`config.mk`:
```
export PLATFORM = sky130hd
export DESIGN_NAME = buffer_pool_best_fit_allocator
export DESIGN_NICKNAME = d
export VERILOG_FILES = /design/src/rtl/core/bpbfa_pkg.sv /design/src/rtl/core/buffer_pool_best_fit_allocator.sv /design/src/rtl/core/bpbfa_dp.sv /design/src/rtl/core/bpbfa_ctrl.sv
export VERILOG_INCLUDE_DIRS = /design/src /design/src/rtl/core
export SDC_FILE = /design/constraint.sdc
export NUM_CORES = 2
export LEC_CHECK = 0
export CORE_ASPECT_RATIO = 0.5
export CORE_UTILIZATION = 43
export DETAILED_ROUTE_END_ITERATION = 16
export DONT_BUFFER_PORTS = 1
export PLACE_DENSITY = 0.58
export SETUP_SLACK_MARGIN = 0.2
export SYNTH_ARGS = -nofsm -noshare
export SYNTH_HDL_FRONTEND = slang
export SYNTH_SLANG_ARGS = --single-unit
```
`constraint.sdc`:
```
create_clock -name clock -period 8.41 [get_ports clock]
set_clock_uncertainty 0.2 [all_clocks]
set_input_delay 1.2615 -clock clock [delete_from_list [all_inputs] [get_ports clock]]
set_output_delay 1.2615 -clock clock [all_outputs]
set_load 0.02 [all_outputs]
```
`src/rtl/core/buffer_pool_best_fit_allocator_assert.svh`:
```
// Assertion macros shared by the pool allocator modules.
// Each one samples on the rising edge of clock and is disabled in reset.
`ifndef BUFFER_POOL_BEST_FIT_ALLOCATOR_ASSERT_SVH
`define BUFFER_POOL_BEST_FIT_ALLOCATOR_ASSERT_SVH

// Condition that holds at every edge.
`define BPBFA_ASSERT_ALWAYS(label, cond, msg) \
   label: assert property (@(posedge clock) disable iff (reset) (cond)) else $error(msg);

// Consequence in the same cycle.
`define BPBFA_ASSERT_IMPLY(label, ante, cons, msg) \
   label: assert property (@(posedge clock) disable iff (reset) (ante) |-> (cons)) \
      else $error(msg);

// Consequence in the next cycle.
`define BPBFA_ASSERT_NEXT(label, ante, cons, msg) \
   label: assert property (@(posedge clock) disable iff (reset) (ante) |=> (cons)) \
      else $error(msg);

`endif

```
`src/rtl/core/bpbfa_pkg.sv`:
```
`timescale 1ns / 1ps
`default_nettype none

package bpbfa_pkg;

   localparam int CMD_W      = 3;
   localparam int SIZE_W     = 32;
   localparam int HANDLE_W   = 4;
   localparam int STATUS_W   = 2;
   localparam int TOTAL_W    = 5;
   localparam int TIME_W     = 32;
   localparam int CSR_IDX_W  = 1;
   localparam int CSR_DATA_W = 32;

   // command codes
   localparam logic [CMD_W-1:0] CMD_ALLOC   = 3'd0;
   localparam logic [CMD_W-1:0] CMD_RELEASE = 3'd1;
   localparam logic [CMD_W-1:0] CMD_QUERY   = 3'd2;
   localparam logic [CMD_W-1:0] CMD_TICK    = 3'd3;
   localparam logic [CMD_W-1:0] CMD_CLEAR   = 3'd4;

   // response status codes
   localparam logic [STATUS_W-1:0] ST_REUSED = 2'd0;
   localparam logic [STATUS_W-1:0] ST_NEW    = 2'd1;
   localparam logic [STATUS_W-1:0] ST_FULL   = 2'd2;
   localparam logic [STATUS_W-1:0] ST_OTHER  = 2'd3;

   // register indexes
   localparam logic [CSR_IDX_W-1:0] REG_TIMEOUT = 1'd0;
   localparam logic [CSR_IDX_W-1:0] REG_DROP_EN = 1'd1;

   typedef struct packed {
      logic [CMD_W-1:0]    command;
      logic [SIZE_W-1:0]   request_size;
      logic [HANDLE_W-1:0] slot_handle;
   } req_type;

   typedef struct packed {
      logic [HANDLE_W-1:0] granted_slot;
      logic [SIZE_W-1:0]   granted_size;
      logic [STATUS_W-1:0] status;
      logic                slot_busy_flag;
      logic [TOTAL_W-1:0]  busy_total;
      logic [TOTAL_W-1:0]  dropped_total;
   } rsp_type;

   // controller to datapath
   typedef struct packed {
      logic accept;
      logic rd_handle;
      logic exec;
      logic scan_rd;
      logic claim;
      logic sweep_rd;
      logic load_out;
   } dp_cmd_type;

   // datapath to controller
   typedef struct packed {
      logic is_alloc;
      logic scan_last;
      logic best_found;
      logic empty_found;
      logic sweep_due;
      logic out_free;
   } dp_stat_type;

endpackage

`default_nettype wire

```
`src/rtl/core/buffer_pool_best_fit_allocator.sv`:
```
`timescale 1ns / 1ps
`default_nettype none

// Best-fit buffer pool allocator with idle aging over POOL_SLOTS slots.
// req_*: valid/ready channel, one beat per command (allocate, release, query,
//   tick, clear). rsp_*: valid/ready channel, exactly one beat per request.
// csr_*: write-only registers; the user must see that they are written only while
//   the block is idle, as the block does not enforce it: index 0 cleanup timeout
//   (also restarts the sweep timer and enables aging), index 1 aging enable.
// One request is in flight at a time. A release, query, tick or clear passes
// through decode, execute and respond; an allocate passes through decode, a
// size scan over all slots, claim and respond, and an allocate that claims a
// new slot while a sweep is due also runs an aging sweep over all slots before
// respond. Sizes and idle stamps sit in single-read-port stores, read one slot
// per cycle.
// Results go through an output register, so a new request is taken while the
// previous response beat still waits; if the receiver stalls, the next
// response holds in the datapath until the output register frees up.
// Synchronous reset empties the pool and zeroes time, timeout and counters.
module buffer_pool_best_fit_allocator import bpbfa_pkg::*; #(
   parameter int POOL_SLOTS = 16
) (
   input  wire logic                  clock,
   input  wire logic                  reset,
   input  wire logic                  req_valid,
   output logic                       req_ready,
   input  wire req_type               req_data,
   output logic                       rsp_valid,
   input  wire logic                  rsp_ready,
   output rsp_type                    rsp_data,
   input  wire logic                  csr_we,
   input  wire logic [CSR_IDX_W-1:0]  csr_index,
   input  wire logic [CSR_DATA_W-1:0] csr_wdata
);

   dp_cmd_type  cmd;
   dp_stat_type stat;

   // sequencer: decode, scan, claim, sweep, respond
   bpbfa_ctrl u_ctrl (
      .clock     (clock),
      .reset     (reset),
      .req_valid (req_valid),
      .req_ready (req_ready),
      .stat      (stat),
      .cmd       (cmd)
   );

   // slot state, stores, compare units and output register
   bpbfa_dp #(
      .POOL_SLOTS (POOL_SLOTS)
   ) u_dp (
      .clock     (clock),
      .reset     (reset),
      .req_data  (req_data),
      .rsp_ready (rsp_ready),
      .rsp_valid (rsp_valid),
      .rsp_data  (rsp_data),
      .csr_we    (csr_we),
      .csr_index (csr_index),
      .csr_wdata (csr_wdata),
      .cmd       (cmd),
      .stat      (stat)
   );

endmodule

`default_nettype wire

```
`src/rtl/core/bpbfa_dp.sv`:
```
`timescale 1ns / 1ps
`default_nettype none

`include "buffer_pool_best_fit_allocator_assert.svh"

module bpbfa_dp import bpbfa_pkg::*; #(
   parameter int POOL_SLOTS = 16
) (
   input  wire logic                  clock,
   input  wire logic                  reset,
   input  wire req_type               req_data,
   input  wire logic                  rsp_ready,
   output logic                       rsp_valid,
   output rsp_type                    rsp_data,
   input  wire logic                  csr_we,
   input  wire logic [CSR_IDX_W-1:0]  csr_index,
   input  wire logic [CSR_DATA_W-1:0] csr_wdata,
   input  wire dp_cmd_type            cmd,
   output dp_stat_type                stat
);

   localparam int IW  = (POOL_SLOTS > 1) ? $clog2(POOL_SLOTS) : 1;
   localparam int AW  = (IW > HANDLE_W) ? IW : HANDLE_W;
   localparam int CW  = $clog2(POOL_SLOTS + 1);
   localparam int CXW = (CW > TOTAL_W) ? CW : TOTAL_W;
   localparam logic [IW-1:0] LAST_IDX = IW'(POOL_SLOTS - 1);

   // slot storage
   logic [SIZE_W-1:0] size_mem [POOL_SLOTS];
   logic [TIME_W-1:0] idle_mem [POOL_SLOTS];
   logic [SIZE_W-1:0] size_q_ff;
   logic [TIME_W-1:0] idle_q_ff;

   logic [POOL_SLOTS-1:0] valid_ff, valid_in, busy_ff, busy_in;
   logic [CW-1:0]         busy_cnt_ff, busy_cnt_in, drop_cnt_ff, drop_cnt_in;

   req_type            lat_ff;
   logic [IW-1:0]      scan_idx_ff, scan_idx_in;
   logic               cmp_pend_ff, sw_pend_ff;
   logic [IW-1:0]      cmp_idx_ff, sw_idx_ff;

   logic               best_found_ff, best_found_in, empty_found_ff, empty_found_in;
   logic [IW-1:0]      best_idx_ff, best_idx_in, empty_idx_ff, empty_idx_in;
   logic [SIZE_W-1:0]  best_size_ff, best_size_in;

   logic [TIME_W-1:0]  time_ff, time_in, last_sweep_ff, last_sweep_in;
   logic [TIME_W-1:0]  timeout_ff, timeout_in;
   logic               drop_en_ff, drop_en_in;

   logic [HANDLE_W-1:0] res_slot_ff, res_slot_in;
   logic [SIZE_W-1:0]   res_size_ff, res_size_in;
   logic [STATUS_W-1:0] res_status_ff, res_status_in;
   logic                res_flag_ff, res_flag_in;

   rsp_type rsp_data_ff, rsp_data_in;
   logic    rsp_valid_ff, rsp_valid_in;

   // addressing and compares
   logic [AW-1:0]     handle_ext, best_ext, empty_ext;
   logic [IW-1:0]     handle_addr, size_ra;
   logic              in_range, hit_valid, hit_busy;
   logic              size_re, size_we, idle_we;
   logic              cand, empty_hit, stale;
   logic [TIME_W-1:0] age, since_sweep;
   logic              sweep_due;
   logic [CXW-1:0]    busy_ext, drop_ext;

   assign handle_ext  = AW'(lat_ff.slot_handle);
   assign handle_addr = handle_ext[IW-1:0];
   assign best_ext    = AW'(best_idx_ff);
   assign empty_ext   = AW'(empty_idx_ff);
   assign in_range    = 32'(lat_ff.slot_handle) < 32'(POOL_SLOTS);
   assign hit_valid   = in_range && valid_ff[handle_addr];
   assign hit_busy    = hit_valid && busy_ff[handle_addr];

   assign size_re = cmd.scan_rd || cmd.rd_handle;
   assign size_ra = cmd.scan_rd ? scan_idx_ff : handle_addr;
   assign size_we = cmd.claim && !best_found_ff && empty_found_ff;
   assign idle_we = cmd.exec && (lat_ff.command == CMD_RELEASE) && hit_busy;

   assign cand = cmp_pend_ff && valid_ff[cmp_idx_ff] && !busy_ff[cmp_idx_ff]
                 && (size_q_ff >= lat_ff.request_size)
                 && (!best_found_ff || (size_q_ff < best_size_ff));
   assign empty_hit = cmp_pend_ff && !valid_ff[cmp_idx_ff] && !empty_found_ff;

   assign age         = time_ff - idle_q_ff;
   assign stale       = sw_pend_ff && valid_ff[sw_idx_ff] && !busy_ff[sw_idx_ff]
                        && (age > timeout_ff);
   assign since_sweep = time_ff - last_sweep_ff;
   assign sweep_due   = drop_en_ff && (timeout_ff != '0) && (since_sweep > timeout_ff);

   assign busy_ext = CXW'(busy_cnt_ff);
   assign drop_ext = CXW'(drop_cnt_ff);

   always_comb begin
      valid_in       = valid_ff;
      busy_in        = busy_ff;
      busy_cnt_in    = busy_cnt_ff;
      drop_cnt_in    = drop_cnt_ff;
      scan_idx_in    = scan_idx_ff;
      best_found_in  = best_found_ff;
      best_idx_in    = best_idx_ff;
      best_size_in   = best_size_ff;
      empty_found_in = empty_found_ff;
      empty_idx_in   = empty_idx_ff;
      time_in        = time_ff;
      last_sweep_in  = last_sweep_ff;
      timeout_in     = timeout_ff;
      drop_en_in     = drop_en_ff;
      res_slot_in    = res_slot_ff;
      res_size_in    = res_size_ff;
      res_status_in  = res_status_ff;
      res_flag_in    = res_flag_ff;
      rsp_data_in    = rsp_data_ff;
      rsp_valid_in   = rsp_valid_ff;

      if (cmd.accept) begin
         scan_idx_in    = '0;
         best_found_in  = 1'b0;
         empty_found_in = 1'b0;
         drop_cnt_in    = '0;
      end

      if (cmd.scan_rd || cmd.sweep_rd) begin
         scan_idx_in = scan_idx_ff + IW'(1);
      end

      if (cand) begin
         best_found_in = 1'b1;
         best_idx_in   = cmp_idx_ff;
         best_size_in  = size_q_ff;
      end
      if (empty_hit) begin
         empty_found_in = 1'b1;
         empty_idx_in   = cmp_idx_ff;
      end

      // aging sweep: drop idle free slots
      if (stale) begin
         valid_in[sw_idx_ff] = 1'b0;
         drop_cnt_in         = drop_cnt_ff + CW'(1);
      end

      if (cmd.claim) begin
         scan_idx_in = '0;
         res_flag_in = 1'b0;
         if (best_found_ff) begin
            busy_in[best_idx_ff] = 1'b1;
            busy_cnt_in          = busy_cnt_ff + CW'(1);
            res_slot_in          = best_ext[HANDLE_W-1:0];
            res_size_in          = best_size_ff;
            res_status_in        = ST_REUSED;
         end else if (empty_found_ff) begin
            valid_in[empty_idx_ff] = 1'b1;
            busy_in[empty_idx_ff]  = 1'b1;
            busy_cnt_in            = busy_cnt_ff + CW'(1);
            res_slot_in            = empty_ext[HANDLE_W-1:0];
            res_size_in            = lat_ff.request_size;
            res_status_in          = ST_NEW;
            if (sweep_due) begin
               last_sweep_in = time_ff;
            end
         end else begin
            res_slot_in   = '0;
            res_size_in   = '0;
            res_status_in = ST_FULL;
         end
      end

      if (cmd.exec) begin
         res_slot_in   = lat_ff.slot_handle;
         res_size_in   = hit_valid ? size_q_ff : '0;
         res_status_in = ST_OTHER;
         res_flag_in   = 1'b0;
         case (lat_ff.command)
            CMD_RELEASE: begin
               if (hit_busy) begin
                  busy_in[handle_addr] = 1'b0;
                  if (busy_cnt_ff != '0) begin
                     busy_cnt_in = busy_cnt_ff - CW'(1);
                  end
               end
            end
            CMD_QUERY: begin
               res_flag_in = hit_busy;
            end
            CMD_TICK: begin
               time_in = time_ff + TIME_W'(1);
            end
            CMD_CLEAR: begin
               valid_in    = '0;
               busy_in     = '0;
               busy_cnt_in = '0;
               drop_en_in  = 1'b0;
               res_size_in = '0;
            end
            default: begin
            end
         endcase
      end

      if (csr_we) begin
         case (csr_index)
            REG_TIMEOUT: begin
               timeout_in    = csr_wdata[TIME_W-1:0];
               last_sweep_in = time_ff;
               drop_en_in    = 1'b1;
            end
            REG_DROP_EN: begin
               drop_en_in = csr_wdata[0];
            end
            default: begin
            end
         endcase
      end

      if (cmd.load_out) begin
         rsp_data_in.granted_slot   = res_slot_ff;
         rsp_data_in.granted_size   = res_size_ff;
         rsp_data_in.status         = res_status_ff;
         rsp_data_in.slot_busy_flag = res_flag_ff;
         rsp_data_in.busy_total     = busy_ext[TOTAL_W-1:0];
         rsp_data_in.dropped_total  = drop_ext[TOTAL_W-1:0];
         rsp_valid_in               = 1'b1;
      end else if (rsp_ready) begin
         rsp_valid_in = 1'b0;
      end
   end

   always_ff @(posedge clock) begin
      if (reset) begin
         valid_ff       <= '0;
         busy_ff        <= '0;
         busy_cnt_ff    <= '0;
         drop_cnt_ff    <= '0;
         scan_idx_ff    <= '0;
         cmp_pend_ff    <= 1'b0;
         sw_pend_ff     <= 1'b0;
         best_found_ff  <= 1'b0;
         empty_found_ff <= 1'b0;
         time_ff        <= '0;
         last_sweep_ff  <= '0;
         timeout_ff     <= '0;
         drop_en_ff     <= 1'b0;
         rsp_valid_ff   <= 1'b0;
      end else begin
         valid_ff       <= valid_in;
         busy_ff        <= busy_in;
         busy_cnt_ff    <= busy_cnt_in;
         drop_cnt_ff    <= drop_cnt_in;
         scan_idx_ff    <= scan_idx_in;
         cmp_pend_ff    <= cmd.scan_rd;
         sw_pend_ff     <= cmd.sweep_rd;
         best_found_ff  <= best_found_in;
         empty_found_ff <= empty_found_in;
         time_ff        <= time_in;
         last_sweep_ff  <= last_sweep_in;
         timeout_ff     <= timeout_in;
         drop_en_ff     <= drop_en_in;
         rsp_valid_ff   <= rsp_valid_in;
      end
   end

   always_ff @(posedge clock) begin
      if (cmd.accept) begin
         lat_ff <= req_data;
      end
      cmp_idx_ff    <= scan_idx_ff;
      sw_idx_ff     <= scan_idx_ff;
      best_idx_ff   <= best_idx_in;
      best_size_ff  <= best_size_in;
      empty_idx_ff  <= empty_idx_in;
      res_slot_ff   <= res_slot_in;
      res_size_ff   <= res_size_in;
      res_status_ff <= res_status_in;
      res_flag_ff   <= res_flag_in;
      rsp_data_ff   <= rsp_data_in;
   end

   // size store: one write, one registered read
   always_ff @(posedge clock) begin
      if (size_we) begin
         size_mem[empty_idx_ff] <= lat_ff.request_size;
      end
      if (size_re) begin
         size_q_ff <= size_mem[size_ra];
      end
   end

   // idle stamp store
   always_ff @(posedge clock) begin
      if (idle_we) begin
         idle_mem[handle_addr] <= time_ff;
      end
      if (cmd.sweep_rd) begin
         idle_q_ff <= idle_mem[scan_idx_ff];
      end
   end

   assign rsp_valid = rsp_valid_ff;
   assign rsp_data  = rsp_data_ff;

   assign stat.is_alloc    = lat_ff.command == CMD_ALLOC;
   assign stat.scan_last   = scan_idx_ff == LAST_IDX;
   assign stat.best_found  = best_found_ff;
   assign stat.empty_found = empty_found_ff;
   assign stat.sweep_due   = sweep_due;
   assign stat.out_free    = !rsp_valid_ff || rsp_ready;

   `BPBFA_ASSERT_ALWAYS(a_busy_in_valid, ((busy_ff & ~valid_ff) == '0), "busy slot is not valid")
   `BPBFA_ASSERT_ALWAYS(a_busy_count, ($countones(busy_ff) == int'(busy_cnt_ff)), "busy count drift")
   `BPBFA_ASSERT_IMPLY(a_claim_drained, cmd.claim, (!cmp_pend_ff && !cmd.scan_rd), "claim before scan done")

endmodule

`default_nettype wire

```
`src/rtl/core/bpbfa_ctrl.sv`:
```
`timescale 1ns / 1ps
`default_nettype none

`include "buffer_pool_best_fit_allocator_assert.svh"

module bpbfa_ctrl import bpbfa_pkg::*; (
   input  wire logic        clock,
   input  wire logic        reset,
   input  wire logic        req_valid,
   output logic             req_ready,
   input  wire dp_stat_type stat,
   output dp_cmd_type       cmd
);

   typedef enum logic [8:0] {
      S_IDLE      = 9'b000000001,
      S_DECODE    = 9'b000000010,
      S_EXEC      = 9'b000000100,
      S_SCAN      = 9'b000001000,
      S_SCAN_END  = 9'b000010000,
      S_CLAIM     = 9'b000100000,
      S_SWEEP     = 9'b001000000,
      S_SWEEP_END = 9'b010000000,
      S_RESP      = 9'b100000000
   } state_type;

   state_type state_ff, state_in;

   assign req_ready = state_ff == S_IDLE;

   always_comb begin
      state_in = state_ff;
      cmd      = '0;
      case (state_ff)
         S_IDLE: begin
            if (req_valid) begin
               cmd.accept = 1'b1;
               state_in   = S_DECODE;
            end
         end
         S_DECODE: begin
            if (stat.is_alloc) begin
               state_in = S_SCAN;
            end else begin
               cmd.rd_handle = 1'b1;
               state_in      = S_EXEC;
            end
         end
         S_EXEC: begin
            cmd.exec = 1'b1;
            state_in = S_RESP;
         end
         S_SCAN: begin
            cmd.scan_rd = 1'b1;
            if (stat.scan_last) begin
               state_in = S_SCAN_END;
            end
         end
         S_SCAN_END: begin
            // let the last compare land
            state_in = S_CLAIM;
         end
         S_CLAIM: begin
            cmd.claim = 1'b1;
            if (!stat.best_found && stat.empty_found && stat.sweep_due) begin
               state_in = S_SWEEP;
            end else begin
               state_in = S_RESP;
            end
         end
         S_SWEEP: begin
            cmd.sweep_rd = 1'b1;
            if (stat.scan_last) begin
               state_in = S_SWEEP_END;
            end
         end
         S_SWEEP_END: begin
            state_in = S_RESP;
         end
         S_RESP: begin
            if (stat.out_free) begin
               cmd.load_out = 1'b1;
               state_in     = S_IDLE;
            end
         end
         default: begin
            state_in = S_IDLE;
         end
      endcase
   end

   always_ff @(posedge clock) begin
      if (reset) begin
         state_ff <= S_IDLE;
      end else begin
         state_ff <= state_in;
      end
   end

   `BPBFA_ASSERT_NEXT(a_accept_decode, (req_valid && req_ready), (state_ff == S_DECODE), "accept did not decode")
   `BPBFA_ASSERT_IMPLY(a_load_free, cmd.load_out, stat.out_free, "result overwrote waiting beat")
   `BPBFA_ASSERT_IMPLY(a_exec_not_alloc, cmd.exec, !stat.is_alloc, "allocate took the handle path")

endmodule

`default_nettype wire

```
==> results.py <==
metrics = {
    "setup_path": {
        "arrival_ns": 7.31,
        "worst_setup_path_end_kind": "register",
        "crit_type": "register to register",
        "cp_max_fo": 23,
        "crit_required_ns": 8.84,
        "worstSetupStartpointType": "register",
        "r2r_setup_slack_ns": 1.53,
    },
    "floorplan": {
        "core_area_mm2": 0.138,
        "die_h_um": 266,
        "dieArea_mm2": 0.141,
        "die_w_um": 529,
        "ioPinCount": 128,
        "start_util_pct": 43.5,
        "row_count": 96,
    },
    "clocking": {
        "clockRootBuffer": "clkbuf_16",
        "clkTransAtPathRegs_ns": 0.07,
        "clockBufferDepth": 3,
        "ctsResizeCount": 0,
        "htreeDepth": 4,
        "clock_sinks": 1416,
        "insertion_delay_ns": 0.77,
        "postCtsSetupBuffers": 0,
        "hold_buffers": 0,
        "cts_tree": "built",
        "cts_buffers": 132,
    },
    "timing": {
        "finalSetupViolCount": 0,
        "tightest_slew_ns": 1.20,
        "post-route-period-util_pct": 81.8,
        "max-slew-margin-rel_pct": 20.3,
        "fin_tns_setup_ns": 0,
        "finalHoldViolCount": 0,
        "period_minus_slack_ns": 6.88,
        "slew_violations": 0,
        "max_freq_mhz": 145,
        "rsz0062_at_grt": "no",
    },
    "detailed_routing": {
        "antenna_left": 0,
        "wl_per_cell_um": 25.7,
        "firstDrtPassIters": 6,
        "drt_wl_total_um": 146000,
        "drt_iter0_drc": 3012,
        "vias": 32426,
        "drc": 0,
        "via_per_inst": 5.72,
    },
    "power_and_ir_drop": {
        "p_total_mw": 14.0,
        "p_leak_nw": 21.8,
        "power_density_mw_per_mm2": 210,
        "peakVddDrop_uv": 221,
    },
    "placed_design": {
        "place_inst": 5439,
        "gp_congestion": 0.868,
        "place_hpwl_um": 81800,
        "io_buffers": 0,
    },
    "cells_and_area": {
        "layoutNonFillerInstCount": 5672,
        "area_delta_synth_final_pct": 11.0,
        "nets": 3984,
        "drive_gt1_share_pct": 16.6,
        "n_fill_cell": 11570,
    },
    "synthesis": {
        "ys.flop_type": "edfxtp_1",
        "synthTopCellsByArea": "edfxtp_1 63%, mux4_2 12%, dfxtp_1 5.5%",
        "synth_top_area_cell": "edfxtp_1",
        "seq_area_frac_synth_pct": 68.4,
        "synth-seq-cells": 1416,
        "ys_types": 83,
        "synth_top_area_share_pct": 62.9,
        "yosysMostFrequentCell": "edfxtp_1",
        "synth_nets": 3932,
        "synth_edf_count": 1253,
        "synthTopCellsByCount": "1253 x edfxtp_1, 308 x mux4_2, 245 x nand2_1",
        "synthArstFlopShare_pct": 0,
        "synthCells": 3659,
        "syn_avg_cell_area_um2": 16.3,
        "syn_area_mm2": 0.0598,
        "yosysWarnings": 0,
    },
    "flow_run": {
        "max_cap_violations": 0,
    },
    "run_status": {
        "outcome": "complete, no violations",
    },
    "global_routing": {
        "grt_pass1_vias": 32874,
        "grt_use_total_pct": 20.9,
        "overflow": 0,
        "grt_max_degree": 138,
        "grt_pass1_wl_um": 216000,
        "antenna_found_initial": 9,
    },
    "min_path": {
        "min_path_type": "register to register",
    },
}
[final timing paths]
check	start	end	cells after the start
max	u_dp.time_ff[0]$_SDFFE_PP0P_	u_dp.valid_ff[10]$_SDFF_PP0_	23
min	u_dp.res_size_ff[5]$_DFFE_PP_	u_dp.rsp_data[18]$_DFFE_PP_	0
max reg2reg	u_dp.time_ff[0]$_SDFFE_PP0P_	u_dp.valid_ff[10]$_SDFF_PP0_	23
min reg2reg	u_dp.res_size_ff[5]$_DFFE_PP_	u_dp.rsp_data[18]$_DFFE_PP_	0
[routing by layer]
layer,global-route usage [%],up-vias,share of wire (%)
met1,28.6,16867,44
met2,34.8,903,49
met5,0,-,0
met4,5.48,0,2.1
li1,-,14451,-
met3,3.56,205,5.2
[cell families (layout without fill, tap and decap cells)]
family                   count (synthesis)  in the layout  share of synthesized area [%]
buffers and inverters                  346            496                           2.38
AND/OR/NAND/NOR                        689            689                           5.51
flip-flops                            1416           1416                           68.4
XOR/XNOR                                84             84                           1.23
adder cells (fa/ha/maj)                196            196                           4.13
other                                    0              1                              0
AO/OA/AOI/OAI                          580            580                           6.11
multiplexers                           348            348                           12.3
[flip-flops by register name (all words and copies together), names as in the netlist, 16 cells and up]
name and cells:
u_dp.last_sweep_ff 32, u_dp.busy_ff 16, u_dp.size_mem 512, u_dp.best_size_ff 32
u_dp.valid_ff 16, u_dp.rsp_data 49, u_dp.res_size_ff 32, u_dp.size_q_ff 32
u_dp.timeout_ff 32, u_dp.idle_mem 512, u_dp.idle_q_ff 32, u_dp.lat_ff 35
u_dp.time_ff 32
[placed cells by master (no fill, tap or decap), types with 9 or more instances in the layout]
master / Yosys / final
edfxtp_1: 1253 / 1253
mux4_2: 308 / 308
nand2_1: 245 / 244
ha_1: 194 / 194
inv_1: 199 / 192
a21oi_1: 160 / 160
dfxtp_1: 163 / 158
nor2_1: 169 / 145
clkbuf_16: 0 / 133
o21ai_1: 74 / 74
o21ai_0: 68 / 68
buf_4: 12 / 62
a211oi_1: 55 / 55
xnor2_1: 53 / 53
a31oi_1: 45 / 45
a21o_1: 44 / 44
and2_1: 38 / 38
nand3_1: 37 / 37
a22oi_1: 36 / 36
mux2i_1: 39 / 35
nand4_1: 33 / 33
xor2_1: 31 / 31
clkbuf_1: 90 / 31
nand2b_1: 26 / 25
nor2b_1: 27 / 24
nor3_1: 27 / 24
nor2_4: 0 / 24
clkinv_1: 0 / 21
clkinv_2: 0 / 18
or3_1: 16 / 16
o21a_1: 16 / 16
o21bai_1: 13 / 13
nor4_1: 13 / 13
and3_1: 9 / 9
[critical path, cell delays in order, from the launching register on]
cell	delay, ns
dfxtp_1	0.55
inv_1	0.18
ha_1	0.18
inv_1	0.06
fa_1	0.42
a211oi_1	0.32
o21ai_1	0.15
a221o_1	0.39
o2111a_1	0.29
o311ai_1	0.40
a21oi_1	0.19
a211o_1	0.29
a21oi_1	0.18
xnor2_1	0.10
ha_1	0.30
nand4_1	0.12
nor3_1	0.30
nand4_1	0.20
nor4_1	0.68
o21ai_0	0.19
a21oi_1	0.25
o21ai_2	0.31
nor3b_2	0.37
a31oi_1	0.12
[stage by stage]
step / setup slack, ns / hold WS [ns] / util, % / cell area [um^2]
floorplan: 3.02 / 0.129 / - / 59800
global placement: 1.90 / 0.204 / 45.3 / 62300
detailed placement: 1.66 / 0.206 / 45.3 / 62300
CTS: 1.63 / 0.213 / 48.3 / 66400
global route: 1.12 / 0.218 / 48.3 / 66400
finish: 1.53 / 0.212 / 48.3 / 66400
[cell type report]
class	count	area [um^2]	area share, %
Tap cell	1862	2330	3.51
Clock buffer	166	3470	5.23
Sequential cell	1416	40900	61.6
Antenna cell	1	2.50	0.00377
Inverter	200	751	1.13
Multi-Input combinational cell	1897	17800	26.8
Timing Repair Buffer	64	505	0.761
Clock inverter	66	663	0.999
[where the power goes]
part           internal, mW  switching [mW]  total (mW)  leakage, nW
registers              7.65          0.0836        7.73         12.7
logic                 0.167           0.225       0.393         7.02
clock network          3.18            2.65        5.83         2.01
Note: power is estimated with default switching activity, not from simulation.
